`src/json_string_unescape_utf8_top_macros.svh`:
```
// assertion helpers shared by the decoder modules
`ifndef JSON_STRING_UNESCAPE_UTF8_TOP_MACROS_SVH
`define JSON_STRING_UNESCAPE_UTF8_TOP_MACROS_SVH

// same-cycle implication, disabled while reset is held
`define JSU_ASSERT_NOW(label, clk, rst_n, ante, cons, msg) \
    label: assert property (@(posedge clk) disable iff (!rst_n) (ante) |-> (cons)) \
        else $error(msg);

// next-cycle implication, disabled while reset is held
`define JSU_ASSERT_NEXT(label, clk, rst_n, ante, cons, msg) \
    label: assert property (@(posedge clk) disable iff (!rst_n) (ante) |=> (cons)) \
        else $error(msg);

`endif

```
`src/jsu_pkg.sv`:
```
package jsu_pkg;

    // result kinds, also used as the terminator tag of a run
    typedef enum logic [1:0] {
        KIND_DATA = 2'd0,
        KIND_DONE = 2'd1,
        KIND_ERR  = 2'd2
    } t_kind;

    // decoder phases
    typedef enum logic [2:0] {
        PH_IDLE,
        PH_BODY,
        PH_ESC,
        PH_HEX1,
        PH_AFTER_HIGH,
        PH_HIGH_ESC,
        PH_HEX2,
        PH_SKIP
    } t_phase;

    typedef logic [7:0] t_byte;

    localparam int MAX_BYTES = 6;

    // one run of results caused by one input byte
    typedef struct packed {
        logic [2:0]                  n_data;
        t_kind                       term;
        t_byte [MAX_BYTES-1:0]       data;
    } t_desc;

    // queue status toward both sides
    typedef struct packed {
        logic full;
        logic empty;
    } t_fifo_stat;

    typedef struct packed {
        logic [2:0]  len;
        t_byte [3:0] b;
    } t_utf8;

    typedef struct packed {
        logic       ok;
        logic [3:0] val;
    } t_hex;

    typedef struct packed {
        logic  ok;
        t_byte val;
    } t_esc;

    // characters of interest
    localparam t_byte CH_QUOTE  = 8'h22;
    localparam t_byte CH_BSLASH = 8'h5c;
    localparam t_byte CH_SLASH  = 8'h2f;
    localparam t_byte CH_B      = 8'h62;
    localparam t_byte CH_F      = 8'h66;
    localparam t_byte CH_N      = 8'h6e;
    localparam t_byte CH_R      = 8'h72;
    localparam t_byte CH_T      = 8'h74;
    localparam t_byte CH_U      = 8'h75;

    // code point ranges
    localparam logic [15:0] SURR_HI_FIRST = 16'hd800;
    localparam logic [15:0] SURR_HI_LAST  = 16'hdbff;
    localparam logic [15:0] SURR_LO_FIRST = 16'hdc00;
    localparam logic [15:0] SURR_LO_LAST  = 16'hdfff;
    localparam logic [20:0] CP_SUPP_BASE  = 21'h10000;
    localparam logic [20:0] UTF8_MAX1     = 21'h7f;
    localparam logic [20:0] UTF8_MAX2     = 21'h7ff;
    localparam logic [20:0] UTF8_MAX3     = 21'hffff;

    // utf-8 encoding, first byte in b[0]
    function automatic t_utf8 utf8_enc(input logic [20:0] cp);
        t_utf8 r;
        r.len = 3'd0;
        r.b   = '0;
        if (cp <= UTF8_MAX1) begin
            r.len  = 3'd1;
            r.b[0] = cp[7:0];
        end else if (cp <= UTF8_MAX2) begin
            r.len  = 3'd2;
            r.b[0] = {3'b110, cp[10:6]};
            r.b[1] = {2'b10, cp[5:0]};
        end else if (cp <= UTF8_MAX3) begin
            r.len  = 3'd3;
            r.b[0] = {4'b1110, cp[15:12]};
            r.b[1] = {2'b10, cp[11:6]};
            r.b[2] = {2'b10, cp[5:0]};
        end else begin
            r.len  = 3'd4;
            r.b[0] = {5'b11110, cp[20:18]};
            r.b[1] = {2'b10, cp[17:12]};
            r.b[2] = {2'b10, cp[11:6]};
            r.b[3] = {2'b10, cp[5:0]};
        end
        return r;
    endfunction

    // hex digit value
    function automatic t_hex hex_digit(input t_byte b);
        t_hex  r;
        t_byte d;
        r.ok  = 1'b0;
        r.val = 4'd0;
        d     = 8'h00;
        if (b >= 8'h30 && b <= 8'h39) begin
            d = b - 8'h30;
            r.ok = 1'b1;
        end else if (b >= 8'h61 && b <= 8'h66) begin
            d = b - 8'h57;
            r.ok = 1'b1;
        end else if (b >= 8'h41 && b <= 8'h46) begin
            d = b - 8'h37;
            r.ok = 1'b1;
        end
        r.val = d[3:0];
        return r;
    endfunction

    // single-character escapes
    function automatic t_esc esc_map(input t_byte b);
        t_esc r;
        r.ok  = 1'b1;
        r.val = b;
        unique case (b)
            CH_QUOTE, CH_BSLASH, CH_SLASH: r.val = b;
            CH_B:    r.val = 8'h08;
            CH_F:    r.val = 8'h0c;
            CH_N:    r.val = 8'h0a;
            CH_R:    r.val = 8'h0d;
            CH_T:    r.val = 8'h09;
            default: r.ok  = 1'b0;
        endcase
        return r;
    endfunction

endpackage

```
`src/jsu_front.sv`:
```
`include "json_string_unescape_utf8_top_macros.svh"

module jsu_front (
    input  logic            i_clk,
    input  logic            i_rst_n,
    input  logic            i_take,
    input  logic [7:0]      i_in_byte,
    input  logic            i_end_of_text,
    output logic            o_push,
    output jsu_pkg::t_desc  o_desc
);

    typedef enum logic [1:0] {
        MAIN_NONE,
        MAIN_RAW,
        MAIN_CP
    } t_main;

    jsu_pkg::t_phase r_phase, n_phase;
    logic [1:0]      r_hex_count, n_hex_count;
    logic [15:0]     r_accum, n_accum;
    logic [9:0]      r_pending, n_pending;

    // byte classification
    logic            is_quote, is_bslash, is_u;
    jsu_pkg::t_hex   hx;
    jsu_pkg::t_esc   esc;
    logic            fourth;
    logic [15:0]     acc_new;
    logic            acc_hi_surr, acc_lo_surr;
    logic [20:0]     pair_cp;

    assign is_quote    = (i_in_byte == jsu_pkg::CH_QUOTE);
    assign is_bslash   = (i_in_byte == jsu_pkg::CH_BSLASH);
    assign is_u        = (i_in_byte == jsu_pkg::CH_U);
    assign hx          = jsu_pkg::hex_digit(i_in_byte);
    assign esc         = jsu_pkg::esc_map(i_in_byte);
    assign fourth      = hx.ok && (r_hex_count == 2'd3);
    assign acc_new     = {r_accum[11:0], hx.val};
    assign acc_hi_surr = (acc_new >= jsu_pkg::SURR_HI_FIRST) && (acc_new <= jsu_pkg::SURR_HI_LAST);
    assign acc_lo_surr = (acc_new >= jsu_pkg::SURR_LO_FIRST) && (acc_new <= jsu_pkg::SURR_LO_LAST);
    assign pair_cp     = jsu_pkg::CP_SUPP_BASE + {1'b0, r_pending, acc_new[9:0]};

    // result selection per phase
    logic            emit_hi;
    t_main           main_sel;
    logic [20:0]     main_cp;
    jsu_pkg::t_kind  term_raw, term_fin;

    always_comb begin
        emit_hi  = 1'b0;
        main_sel = MAIN_NONE;
        main_cp  = '0;
        term_raw = jsu_pkg::KIND_DATA;
        unique case (r_phase)
            jsu_pkg::PH_IDLE: begin
                if (!is_quote) term_raw = jsu_pkg::KIND_ERR;
            end
            jsu_pkg::PH_BODY: begin
                if (is_quote) term_raw = jsu_pkg::KIND_DONE;
                else if (!is_bslash) main_sel = MAIN_RAW;
            end
            jsu_pkg::PH_ESC: begin
                if (esc.ok) begin
                    main_sel = MAIN_CP;
                    main_cp  = {13'd0, esc.val};
                end else if (!is_u) begin
                    term_raw = jsu_pkg::KIND_ERR;
                end
            end
            jsu_pkg::PH_HEX1: begin
                if (!hx.ok) begin
                    term_raw = jsu_pkg::KIND_ERR;
                end else if (fourth && !acc_hi_surr) begin
                    main_sel = MAIN_CP;
                    main_cp  = {5'd0, acc_new};
                end
            end
            jsu_pkg::PH_AFTER_HIGH: begin
                if (!is_bslash) begin
                    emit_hi = 1'b1;
                    if (is_quote) term_raw = jsu_pkg::KIND_DONE;
                    else main_sel = MAIN_RAW;
                end
            end
            jsu_pkg::PH_HIGH_ESC: begin
                if (!is_u) begin
                    emit_hi = 1'b1;
                    if (esc.ok) begin
                        main_sel = MAIN_CP;
                        main_cp  = {13'd0, esc.val};
                    end else begin
                        term_raw = jsu_pkg::KIND_ERR;
                    end
                end
            end
            jsu_pkg::PH_HEX2: begin
                if (!hx.ok) begin
                    term_raw = jsu_pkg::KIND_ERR;
                end else if (fourth) begin
                    if (acc_lo_surr) begin
                        main_sel = MAIN_CP;
                        main_cp  = pair_cp;
                    end else begin
                        emit_hi = 1'b1;
                        if (!acc_hi_surr) begin
                            main_sel = MAIN_CP;
                            main_cp  = {5'd0, acc_new};
                        end
                    end
                end
            end
            jsu_pkg::PH_SKIP: begin
                term_raw = jsu_pkg::KIND_DATA;
            end
            default: term_raw = jsu_pkg::KIND_DATA;
        endcase
    end

    // end of text before the closing quote is an error
    assign term_fin = (term_raw == jsu_pkg::KIND_DATA && i_end_of_text &&
                       r_phase != jsu_pkg::PH_SKIP) ? jsu_pkg::KIND_ERR : term_raw;

    // next state
    always_comb begin
        n_phase     = r_phase;
        n_hex_count = r_hex_count;
        n_accum     = r_accum;
        n_pending   = r_pending;
        if (i_take) begin
            unique case (r_phase)
                jsu_pkg::PH_IDLE: begin
                    if (is_quote) begin
                        n_phase     = jsu_pkg::PH_BODY;
                        n_hex_count = '0;
                        n_accum     = '0;
                        n_pending   = '0;
                    end
                end
                jsu_pkg::PH_BODY, jsu_pkg::PH_AFTER_HIGH: begin
                    if (is_bslash) begin
                        n_phase = (r_phase == jsu_pkg::PH_BODY) ? jsu_pkg::PH_ESC
                                                                : jsu_pkg::PH_HIGH_ESC;
                    end else begin
                        n_phase = jsu_pkg::PH_BODY;
                    end
                end
                jsu_pkg::PH_ESC, jsu_pkg::PH_HIGH_ESC: begin
                    if (is_u) begin
                        n_phase     = (r_phase == jsu_pkg::PH_ESC) ? jsu_pkg::PH_HEX1
                                                                   : jsu_pkg::PH_HEX2;
                        n_hex_count = '0;
                        n_accum     = '0;
                    end else begin
                        n_phase = jsu_pkg::PH_BODY;
                    end
                end
                jsu_pkg::PH_HEX1, jsu_pkg::PH_HEX2: begin
                    if (hx.ok) begin
                        n_accum     = acc_new;
                        n_hex_count = r_hex_count + 2'd1;
                        if (fourth) begin
                            if (r_phase == jsu_pkg::PH_HEX2 && acc_lo_surr) begin
                                n_phase = jsu_pkg::PH_BODY;
                            end else if (acc_hi_surr) begin
                                n_phase   = jsu_pkg::PH_AFTER_HIGH;
                                n_pending = acc_new[9:0];
                            end else begin
                                n_phase = jsu_pkg::PH_BODY;
                            end
                        end
                    end
                end
                jsu_pkg::PH_SKIP: begin
                    if (i_end_of_text) n_phase = jsu_pkg::PH_IDLE;
                end
                default: n_phase = jsu_pkg::PH_SKIP;
            endcase
            if (term_fin != jsu_pkg::KIND_DATA) begin
                n_phase = i_end_of_text ? jsu_pkg::PH_IDLE : jsu_pkg::PH_SKIP;
            end
        end
    end

    always_ff @(posedge i_clk) begin
        if (!i_rst_n) begin
            r_phase     <= jsu_pkg::PH_IDLE;
            r_hex_count <= '0;
            r_accum     <= '0;
            r_pending   <= '0;
        end else begin
            r_phase     <= n_phase;
            r_hex_count <= n_hex_count;
            r_accum     <= n_accum;
            r_pending   <= n_pending;
        end
    end

    // assemble the run: optional lone high surrogate, then the main part
    jsu_pkg::t_utf8 hi_enc, cp_enc, main_enc;
    logic [2:0]     data_len;

    assign hi_enc = jsu_pkg::utf8_enc({5'd0, jsu_pkg::SURR_HI_FIRST[15:10], r_pending});
    assign cp_enc = jsu_pkg::utf8_enc(main_cp);

    always_comb begin
        main_enc = '0;
        unique case (main_sel)
            MAIN_NONE: main_enc = '0;
            MAIN_RAW: begin
                main_enc.len  = 3'd1;
                main_enc.b[0] = i_in_byte;
            end
            MAIN_CP:  main_enc = cp_enc;
            default:  main_enc = '0;
        endcase
    end

    assign data_len = (emit_hi ? 3'd3 : 3'd0) + main_enc.len;

    always_comb begin
        o_desc.term   = term_fin;
        o_desc.n_data = (term_fin == jsu_pkg::KIND_ERR) ? 3'd0 : data_len;
        if (emit_hi) begin
            o_desc.data = {main_enc.b[2], main_enc.b[1], main_enc.b[0],
                           hi_enc.b[2], hi_enc.b[1], hi_enc.b[0]};
        end else begin
            o_desc.data = {8'h00, 8'h00, main_enc.b[3], main_enc.b[2],
                           main_enc.b[1], main_enc.b[0]};
        end
    end

    assign o_push = i_take && (o_desc.n_data != 3'd0 || term_fin != jsu_pkg::KIND_DATA);

    // an error run never carries data bytes
    `JSU_ASSERT_NOW(a_err_no_data, i_clk, i_rst_n, o_push && o_desc.term == jsu_pkg::KIND_ERR, o_desc.n_data == 3'd0, "error run carries data")
    // a run ending in done or error without end of text skips the rest
    `JSU_ASSERT_NEXT(a_term_skip, i_clk, i_rst_n, o_push && o_desc.term != jsu_pkg::KIND_DATA && !i_end_of_text, r_phase == jsu_pkg::PH_SKIP, "no skip after terminator")

endmodule

```
`src/jsu_fifo.sv`:
```
`include "json_string_unescape_utf8_top_macros.svh"

module jsu_fifo #(
    parameter int DEPTH = 4
) (
    input  logic                 i_clk,
    input  logic                 i_rst_n,
    input  logic                 i_push,
    input  jsu_pkg::t_desc       i_desc,
    input  logic                 i_pop,
    output jsu_pkg::t_fifo_stat  o_stat,
    output jsu_pkg::t_desc       o_head
);

    localparam int PTR_W = $clog2(DEPTH);
    localparam int CNT_W = $clog2(DEPTH + 1);

    jsu_pkg::t_desc   r_mem [DEPTH];
    logic [PTR_W-1:0] r_wr, r_rd;
    logic [CNT_W-1:0] r_count;
    logic             do_push, do_pop;

    assign o_stat.full  = (r_count == CNT_W'(DEPTH));
    assign o_stat.empty = (r_count == '0);
    assign do_push      = i_push && !o_stat.full;
    assign do_pop       = i_pop && !o_stat.empty;
    assign o_head       = r_mem[r_rd];

    // pointers and fill level
    always_ff @(posedge i_clk) begin
        if (!i_rst_n) begin
            r_wr    <= '0;
            r_rd    <= '0;
            r_count <= '0;
        end else begin
            if (do_push) r_wr <= (r_wr == PTR_W'(DEPTH - 1)) ? '0 : r_wr + 1'b1;
            if (do_pop)  r_rd <= (r_rd == PTR_W'(DEPTH - 1)) ? '0 : r_rd + 1'b1;
            if (do_push && !do_pop)      r_count <= r_count + 1'b1;
            else if (do_pop && !do_push) r_count <= r_count - 1'b1;
        end
    end

    // run storage
    always_ff @(posedge i_clk) begin
        if (do_push) r_mem[r_wr] <= i_desc;
    end

    // a pushed run is visible the next cycle
    `JSU_ASSERT_NEXT(a_push_visible, i_clk, i_rst_n, do_push && !do_pop, !o_stat.empty, "pushed run lost")

endmodule

```
`src/jsu_back.sv`:
```
`include "json_string_unescape_utf8_top_macros.svh"

module jsu_back (
    input  logic                 i_clk,
    input  logic                 i_rst_n,
    input  jsu_pkg::t_fifo_stat  i_stat,
    input  jsu_pkg::t_desc       i_head,
    input  logic                 i_pop,
    output logic                 o_run_done,
    output logic [7:0]           o_out_byte,
    output logic [1:0]           o_kind,
    output logic                 o_last_of_run
);

    logic [2:0] r_idx;
    logic [2:0] total;
    logic       beat;

    // results in the head run, terminator included
    assign total = i_head.n_data + {2'd0, (i_head.term != jsu_pkg::KIND_DATA)};
    assign beat  = i_pop && !i_stat.empty;

    // current result of the head run
    always_comb begin
        if (r_idx < i_head.n_data) begin
            o_out_byte = i_head.data[r_idx];
            o_kind     = jsu_pkg::KIND_DATA;
        end else begin
            o_out_byte = 8'h00;
            o_kind     = i_head.term;
        end
    end

    assign o_last_of_run = ((r_idx + 3'd1) == total);
    assign o_run_done    = beat && o_last_of_run;

    // walk through the run one beat at a time
    always_ff @(posedge i_clk) begin
        if (!i_rst_n) begin
            r_idx <= '0;
        end else if (beat) begin
            r_idx <= o_last_of_run ? 3'd0 : r_idx + 3'd1;
        end
    end

    // a waiting run always holds at least one result
    `JSU_ASSERT_NOW(a_run_nonempty, i_clk, i_rst_n, !i_stat.empty, total != 3'd0, "empty run in queue")
    // a run stays at the head until its last beat
    `JSU_ASSERT_NEXT(a_run_held, i_clk, i_rst_n, beat && !o_last_of_run, !i_stat.empty && r_idx != 3'd0, "run dropped early")

endmodule

```
`src/json_string_unescape_utf8_top.sv`:
```
// Streaming decoder for one quoted JSON string. Bytes enter opening quote first, at up to one
// byte per cycle, and leave as UTF-8 bytes, one result per cycle while pop is high: escapes
// and \uXXXX are decoded, surrogate pairs are joined, and lone surrogates come out as three
// bytes. Each input byte gives a run of zero to six results; the last of a run has last_of_run
// set. kind is 0 for a data byte, 1 when the closing quote is seen and 2 on any fault, after
// which the data already delivered should be dropped. Bytes after completion or a fault give
// nothing until one with end_of_text, after which the next string may start. Input is taken
// every cycle while the run queue (DESC_DEPTH runs deep) has room; the output side drains one
// result per cycle while pop is high, so a byte that expands to n results occupies the output
// for all n of them, and sustained input rate is set by the mix of run lengths.
module json_string_unescape_utf8_top #(
    parameter int DESC_DEPTH = 4
) (
    input  logic       i_clk,
    input  logic       i_rst_n,
    input  logic       push,
    output logic       full,
    input  logic [7:0] i_in_byte,
    input  logic       i_end_of_text,
    output logic       empty,
    input  logic       pop,
    output logic [7:0] o_out_byte,
    output logic [1:0] o_kind,
    output logic       o_last_of_run
);

    jsu_pkg::t_fifo_stat stat;
    jsu_pkg::t_desc      front_desc;
    jsu_pkg::t_desc      head_desc;
    logic                front_push;
    logic                run_done;
    logic                take;

    assign take  = push && !stat.full;
    assign full  = stat.full;
    assign empty = stat.empty;

    // classify and decode input bytes
    jsu_front u_front (
        .i_clk         (i_clk),
        .i_rst_n       (i_rst_n),
        .i_take        (take),
        .i_in_byte     (i_in_byte),
        .i_end_of_text (i_end_of_text),
        .o_push        (front_push),
        .o_desc        (front_desc)
    );

    // queue of result runs
    jsu_fifo #(
        .DEPTH (DESC_DEPTH)
    ) u_fifo (
        .i_clk   (i_clk),
        .i_rst_n (i_rst_n),
        .i_push  (front_push),
        .i_desc  (front_desc),
        .i_pop   (run_done),
        .o_stat  (stat),
        .o_head  (head_desc)
    );

    // serialize runs into result beats
    jsu_back u_back (
        .i_clk         (i_clk),
        .i_rst_n       (i_rst_n),
        .i_stat        (stat),
        .i_head        (head_desc),
        .i_pop         (pop),
        .o_run_done    (run_done),
        .o_out_byte    (o_out_byte),
        .o_kind        (o_kind),
        .o_last_of_run (o_last_of_run)
    );

endmodule

```
`config.mk`:
```
export PLATFORM = sky130hd
export DESIGN_NAME = json_string_unescape_utf8_top
export DESIGN_NICKNAME = d
export VERILOG_FILES = /design/src/jsu_pkg.sv /design/src/jsu_front.sv /design/src/jsu_fifo.sv /design/src/jsu_back.sv /design/src/json_string_unescape_utf8_top.sv
export VERILOG_INCLUDE_DIRS = /design/src /design/src/src
export SDC_FILE = /design/constraint.sdc
export NUM_CORES = 1
export LEC_CHECK = 0
export BUFFER_PORTS_ARGS = -buffer_cell sky130_fd_sc_hd__buf_2
export CORE_MARGIN = 2
export CORE_UTILIZATION = 47
export DETAILED_ROUTE_END_ITERATION = 10
export SYNTH_ARGS = -nofsm -noshare
export SYNTH_HDL_FRONTEND = slang
export SYNTH_SLANG_ARGS = --single-unit
```
`constraint.sdc`:
```
create_clock -name i_clk -period 10.67 [get_ports i_clk]
set_clock_uncertainty 0.2 [all_clocks]
set_input_delay 0.5335 -clock i_clk [delete_from_list [all_inputs] [get_ports i_clk]]
set_output_delay 0.5335 -clock i_clk [all_outputs]
set_load 0.01 [all_outputs]
```
Word level (Yosys, flattened, before mapping)
Memory sizes are Yosys's and may differ from the RTL's. A register that Yosys moved wholly into a read port is not among the register bits.
Cells that the tools add are included.
{ "totals": {"out_inout_bits": 13, "in_bits": 13, "word_cells": 212, "ram_bits": 212, "regBits": 37, "memories": 1} }
{ "classes": {"addsub": 12, "n_reduce_logical": 40, "n_lt_le_gt_ge": 15, "eq_ne": 35, "muxes": 101} }
{ "memory_table": {"columns": ["name", "depth", "width", "rd", "rd_ports_with_merged_regs", "write_ports", "line", "text"], "rows": [
  ["u_fifo.r_mem", 4, 53, 1, 1, 1, "jsu_fifo.sv:18", "jsu_pkg::t_desc r_mem [DEPTH];"]
]} }
{ "ops": {"columns": ["op", "n"], "rows": [
  ["two-way mux 21 bit", 5],
  ["one-hot mux 21 bit (4 select lines)", 1],
  ["two-way mux 16 bit", 4],
  ["two-way mux 3 bit", 19],
  ["equality test 8 x 7 -> 1 bit (second input constant)", 7],
  ["two-way mux 2 bit", 27],
  ["two-way mux 10 bit", 5],
  ["two-way mux 24 bit", 2],
  ["two-way mux 48 bit", 1],
  ["two-way mux 8 bit", 5],
  ["one-hot mux 8 bit (5 select lines)", 1],
  ["two-way mux 12 bit", 3],
  ["one-hot mux 12 bit (3 select lines)", 1],
  [">= comparator 16 bit (second input constant)", 2],
  ["less-or-equal comparator 16 bit (second input constant)", 2],
  ["binary-select mux 8 bit (select 3 bit)", 1],
  ["two-way mux 22 bit", 1],
  ["adder 17 x 20 -> 21 bit (first input constant)", 1],
  ["less-or-equal comparator 21 x 11 -> 1 bit (second input constant)", 1],
  ["less-or-equal comparator 21 x 16 -> 1 bit (second input constant)", 1],
  ["less-or-equal comparator 21 x 7 -> 1 bit (second input constant)", 1],
  ["one-hot mux 10 bit (2 select lines)", 1],
  ["logical AND 1 bit", 18],
  ["equality test 8 x 6 -> 1 bit (second input constant)", 2],
  ["other kinds (43)", 91]
]} }

Logic depth before layout (Yosys ltp)
{ "logic_depth": {"depth_word": 27, "mapped_depth": 26, "depth_no_buf": 23} }

By module
Synthesis repeated with hierarchy kept, for this count alone.
{ "hier_totals": {"cells_unflattened": 927, "area_unflattened_um2": 12642.1} }
{ "modules_own_cells": {"columns": ["module", "area_per_inst_um2", "n_inst", "cells_per_inst"], "rows": [
  ["jsu_fifo", 8191.6, 1, 328],
  ["jsu_front", 3723.6, 1, 517],
  ["jsu_back", 713.2, 1, 81],
  ["json_string_unescape_utf8_top", 13.8, 1, 1]
]} }

Worst setup path after synthesis
OpenSTA, ideal clock, no wires.
{ "synth_path": {"path_type": "input to register", "from": "in i_in_byte[0]", "to": "mem u_fifo.r_mem[0][0] (netlist name) (enable)", "setup_ns": 0.412, "setup_slack_ns": 4.668, "stages": 20, "t_arrival_ns": 5.390, "n_path_buf": 2, "path_cell_list": "clkbuf_1 inv_1 ha_1 mux2_2 or3b_2 a21oi_2 o21ai_1 and2_1 inv_1 ha_1 clkbuf_1 o211ai_1 a21oi_1 ha_1 inv_1 fa_1 and4b_1 nand3_1 o21a_1 and2_1"} }
{ "synth_between": {"elab_chain_len": 25, "elab_cells_between_ends": 101, "cone_classes": "add/sub (5); order compare (13); eq/ne (12); mux (54); reduce/logical (17)"} }
{ "synth_lines": {"columns": ["element", "line", "text"], "rows": [
  ["from (decl)", "json_string_unescape_utf8_top.sv:18", "input logic [7:0] i_in_byte,"],
  [">= comparator 8 x 7 -> 1 bit / less-or-equal comparator 8 x 7 -> 1 bit (equally long branches)", "jsu_pkg.sv:115", "end else if (b >= 8'h41 && b <= 8'h46) begin"],
  ["logical AND 1 bit", "jsu_pkg.sv:115", null],
  ["two-way mux 4 bit", "jsu_pkg.sv:115", null],
  ["two-way mux 4 bit", "jsu_pkg.sv:112", "end else if (b >= 8'h61 && b <= 8'h66) begin"],
  ["two-way mux 4 bit", "jsu_pkg.sv:109", "if (b >= 8'h30 && b <= 8'h39) begin"],
  [">= comparator 16 bit / less-or-equal comparator 16 bit (equally long branches)", "jsu_front.sv:40", "assign acc_hi_surr = (acc_new >= jsu_pkg::SURR_HI_FIRST) && (acc_new <= jsu_pkg::SURR_HI_LAST);"],
  ["logical AND 1 bit", "jsu_front.sv:40", null],
  ["two-way mux 16 bit / zero test 1 bit (equally long branches)", "jsu_front.sv:106, jsu_front.sv:74", null],
  ["[... 10 more ...]", null, null],
  ["two-way mux 3 bit", "jsu_front.sv:223", "o_desc.n_data = (term_fin == jsu_pkg::KIND_ERR) ? 3'd0 : data_len;"],
  ["nonzero test 3 bit", "jsu_front.sv:233", "assign o_push = i_take && (o_desc.n_data != 3'd0 || term_fin != jsu_pkg::KIND_DATA);"],
  ["logical OR 1 bit (*)", "jsu_front.sv:233", null],
  ["logical AND 1 bit (*)", "jsu_front.sv:233", null],
  ["logical AND 1 bit (*)", "jsu_fifo.sv:25", "assign do_push = i_push && !o_stat.full;"],
  ["via u_fifo.do_push", "jsu_fifo.sv:21", "logic do_push, do_pop;"],
  ["two-way mux 1 bit (*)", "jsu_fifo.sv:45", "if (do_push) r_mem[r_wr] <= i_desc;"],
  ["two-way mux 1 bit (implied by the code) (*)", "jsu_fifo.sv:45", null],
  ["to (decl)", "jsu_fifo.sv:18", null]
]} }
Mark *: on every way through the listed nets, which the timed path passes. The rest lies on a longest branch.

Worst setup path after layout
{ "layout_path": {"from": "in i_in_byte[3]", "to": "reg u_fifo.r_count[2]"} }
{ "layout_between": {"elab_chain_len": 26, "elab_cells_between_ends": 104, "cone_classes": "add/sub (5); order compare (13); eq/ne (12); mux (53); reduce/logical (21)"} }
{ "layout_lines": {"columns": ["element", "line", "text"], "rows": [
  [">= comparator 8 x 7 -> 1 bit / less-or-equal comparator 8 x 7 -> 1 bit (equally long branches)", "jsu_pkg.sv:115", null],
  ["logical AND 1 bit", "jsu_pkg.sv:115", null],
  ["two-way mux 4 bit", "jsu_pkg.sv:115", null],
  ["two-way mux 4 bit", "jsu_pkg.sv:112", null],
  ["two-way mux 4 bit", "jsu_pkg.sv:109", null],
  [">= comparator 16 bit / less-or-equal comparator 16 bit (equally long branches)", "jsu_front.sv:40", null],
  ["logical AND 1 bit", "jsu_front.sv:40", null],
  ["two-way mux 16 bit / zero test 1 bit (equally long branches)", "jsu_front.sv:106, jsu_front.sv:74", null],
  ["[... 11 more ...]", null, null],
  ["nonzero test 3 bit", "jsu_front.sv:233", null],
  ["logical OR 1 bit (*)", "jsu_front.sv:233", null],
  ["logical AND 1 bit (*)", "jsu_front.sv:233", null],
  ["logical AND 1 bit (*)", "jsu_fifo.sv:25", null],
  ["via u_fifo.do_push", "jsu_fifo.sv:21", null],
  ["zero test 1 bit", "jsu_fifo.sv:39", "else if (do_pop && !do_push) r_count <= r_count - 1'b1;"],
  ["logical AND 1 bit", "jsu_fifo.sv:39", null],
  ["nonzero test 2 bit (no source line)", null, null],
  ["to (signal assigned)", "jsu_fifo.sv:38", "if (do_push && !do_pop) r_count <= r_count + 1'b1;"],
  ["to (signal assigned)", "jsu_fifo.sv:39", null],
  ["to (decl)", "jsu_fifo.sv:20", "logic [CNT_W-1:0] r_count;"]
]} }
Marked as above.
A chain may end at the register's enable or synchronous reset.

==> impl_metrics.py <==
metrics = {
    "layout": {
        "utilization_pct": 52.3,
        "layout-drive-gt1-share_pct": 18.1,
        "antennaDiodeCount": 0,
        "n_fill_cell": 2147,
        "final_common_cell": "edfxtp_1",
        "area_delta_synth_final_pct": 9.47,
        "seq_area_um2": 6670,
        "stdcell_area_um2": 13100,
        "layout_common_cells": "196 x edfxtp_1, 62 x nor2_1, 56 x mux4_2",
        "nets": 967,
        "multiInputGateArea_um2": 4990,
    },
    "routing": {
        "antenna_left": 0,
        "firstDrtPassIters": 5,
        "drtIter0Drc": 574,
        "finalWirelength_um": 29100,
        "wl_per_cell_um": 22.8,
        "drc": 0,
        "vias": 7898,
        "viasPerCell": 6.19,
    },
    "placed_design": {
        "gp_congestion": 0.918,
        "port_buffers": 25,
        "hpwlAfterDp_um": 20000,
        "place_area_um2": 12400,
    },
    "pwr": {
        "p_per_area_nw_per_um2": 200,
        "irDropWorstVdd_uv": 167,
        "p_leak_uw": 0.00430,
        "totalPowerFinal_uw": 2630,
    },
    "yosys": {
        "ys_warn_count": 0,
        "synth_edf_count": 196,
        "syn_avg_cell_area_um2": 12.9,
        "async_reset_ff_share_pct": 0,
        "syn_inst": 927,
        "ys_types": 87,
        "ys.flop_type": "edfxtp_1",
        "syn_area_um2": 12000,
        "ys_seq_area_share_pct": 55.6,
        "syn-num-nets": 962,
        "ys_ff_latch": 235,
    },
    "clock_tree": {
        "cts.sinks": 235,
        "worst_skew_pair.late_latency_ns": 0.51,
        "cts_buffers": 24,
        "post_cts_buffers": 0,
        "cts.repair.resized": 0,
        "path_clk_slew_ns": 0.06,
        "h-tree-depth": 1,
        "hold_buffers": 0,
        "cts-root-buf": "clkbuf_16",
        "cts_tree": "yes",
        "clockBufferDepth": 3,
    },
    "timing": {
        "fin_hold_ws_ns": 0.203,
        "setup_tns_ns": 0,
        "hold_viol_final": 0,
        "maxSlewViolCount": 0,
        "max_freq_ghz": 0.165,
        "setup-violations-final": 0,
        "post-route-min-period_ns": 6.06,
        "tightestPinTransition_ns": 0.868,
        "finalCritPeriodShare_pct": 56.8,
        "rsz0062_at_grt": "false",
        "worst_slew_margin_rel_pct": 42.1,
    },
    "die": {
        "die_h_um": 164,
        "dieArea_um2": 26800,
        "core_area_um2": 25100,
        "rows": 58,
        "initial_utilization_pct": 47.8,
        "chipWidth_um": 164,
        "io_pins": 26,
    },
    "worst_hold_path": {
        "hold_class": "in -> reg",
        "min_path_cells": 3,
        "hold-path-endpoint": "u_front.r_phase[0]$_SDFFE_PN0P_",
        "hp-start": "i_end_of_text",
    },
    "flow_run": {
        "drv_cap": 0,
    },
    "setup_path": {
        "crit_required_ns": 10.90,
        "startpoint_type": "input port",
        "reg2reg_from": "u_front.r_phase[1]$_SDFFE_PN0P_",
        "arrival_ns": 6.29,
        "end_kind": "flip-flop",
        "cp_num_buf_inv": 4,
        "reg2reg_to": "u_fifo.r_count[2]$_SDFFE_PN0P_",
        "ff2ff_setup_slack_ns": 4.91,
        "critPathSlowestCell": "o21ai_4",
        "cp.depth": 22,
        "reg2reg_depth": 19,
        "critPathTopFamily": "compound AO/OA/AOI/OAI gates",
        "worst-setup-path-type": "in -> reg",
        "critPathMaxFanout": 28,
        "cpPeakStageDelay_ns": 0.67,
        "crit_chain": "buf_2 > or3b_1 > a211o_1 > o21ai_4 > nand2_1 > and2_1 > inv_1 > ha_1 > o211ai_1 > a21oi_1 > ha_1 > inv_1 > fa_1 > and4b_1 > nand3_1 > o21a_1 > ha_1 > inv_1 > fa_1 > xor2_1 > or3_1 > a21boi_0",
    },
    "global_route": {
        "grt_overflow": 0,
        "grt_pass1_wl_um": 45300,
        "grt_pass1_vias": 7768,
        "antenna_found_initial": 0,
        "grt_start_max_net_pins": 50,
        "track_usage_pct": 22.2,
    },
    "run_status": {
        "status": "completed",
    },
}
## synth_stat cells, types with 22 or more instances
master    count  share of area (%)
o21ai_0      37                1.5
mux4_2       56                 11
nor2_1       62                1.9
mux2i_1      25                2.1
nand3_1      28                1.2
nor2b_1      31                1.6
dfxtp_1      39                6.5
edfxtp_1    196                 49
inv_1        24               0.75
a21oi_1      38                1.6
nand2_1      54                1.7
clkbuf_1     29               0.91
buf_2        22               0.92
## logic make-up (layout without fill, tap and decap cells)
| group | count (synthesis) | after routing | synth area share (%) |
|---|---|---|---|
| adders and majority gates | 23 | 23 | 2.50 |
| and+or+nand+nor | 294 | 294 | 13.4 |
| AOI/OAI and AO/OA | 191 | 191 | 11.3 |
| buffers and inverters | 82 | 101 | 2.93 |
| xor gates and xnor gates | 13 | 13 | 0.949 |
| DFF | 235 | 235 | 55.6 |
| muxes | 89 | 89 | 13.4 |
## worst register-to-register path: stages, from the launching register on
cell,delay [ns]
dfxtp_1,0.74
and3b_1,0.41
and4_1,0.39
o21ai_0,0.20
and4_1,0.31
nor2_2,0.39
o211ai_1,0.16
a21oi_1,0.23
ha_1,0.17
inv_1,0.05
fa_1,0.46
and4b_1,0.23
nand3_1,0.15
o21a_1,0.22
ha_1,0.21
inv_1,0.07
fa_1,0.42
xor2_1,0.18
or3_1,0.30
a21boi_0,0.18
## layer usage
layer,part of all wire [%],GRT usage (%),vias to the layer above
met5,0,0,-
met4,2.3,5.74,0
met3,5.3,2.55,44
met2,48,36.6,272
met1,45,31.4,3946
li1,-,-,3636
## layout make-up
type,instances,share of cell area [%]
Tap cell,330,3.14
Inverter,25,0.715
Clock buffer,26,4.79
Timing Repair Buffer,36,1.58
Clock inverter,14,0.962
Multi-Input combinational cell,610,38.0
Sequential cell,235,50.8
## state kept, by name (all words and copies together), names as in the netlist, named ones only
| name | count |
|---|---|
| u_front.r_accum | 12 |
| u_fifo.r_rd | 2 |
| u_front.r_pending | 10 |
| u_front.r_phase | 3 |
| u_front.r_hex_count | 2 |
| u_fifo.r_count | 3 |
| u_fifo.r_wr | 2 |
| u_fifo.r_mem | 196 |
| u_back.r_idx | 3 |
## report_power, final
part / leakage (uW) / internal [uW] / switching (uW)
Sequential: 0.00221 / 1130 / 43.9
Combinational: 0.00173 / 292 / 370
Clock: 0.000364 / 471 / 328
Total: 0.00430 / 1890 / 743
## through the flow
| step | cells | setup slack, ns |
|---|---|---|
| after floorplan | 927 | 4.67 |
| after global placement | 1236 | 4.34 |
| after detailed placement | 1236 | 4.16 |
| after CTS | 1276 | 4.69 |
| after global routing | 1276 | 4.21 |
| final | 1276 | 4.61 |
## how the worst max path moves through the flow
stage,from,end,slack [ns]
after floorplan,i_in_byte[0],u_fifo.r_mem[0][0]$_DFFE_PP_,4.67
after global placement,i_in_byte[3],u_fifo.r_count[2]$_SDFFE_PN0P_,4.34
after detailed placement,i_in_byte[3],u_fifo.r_count[2]$_SDFFE_PN0P_,4.16
after CTS,i_in_byte[3],u_fifo.r_count[2]$_SDFFE_PN0P_,4.69
after global routing,i_in_byte[3],u_fifo.r_count[2]$_SDFFE_PN0P_,4.21
final,i_in_byte[3],u_fifo.r_count[2]$_SDFFE_PN0P_,4.61
Power figures use the tool's default switching activity.
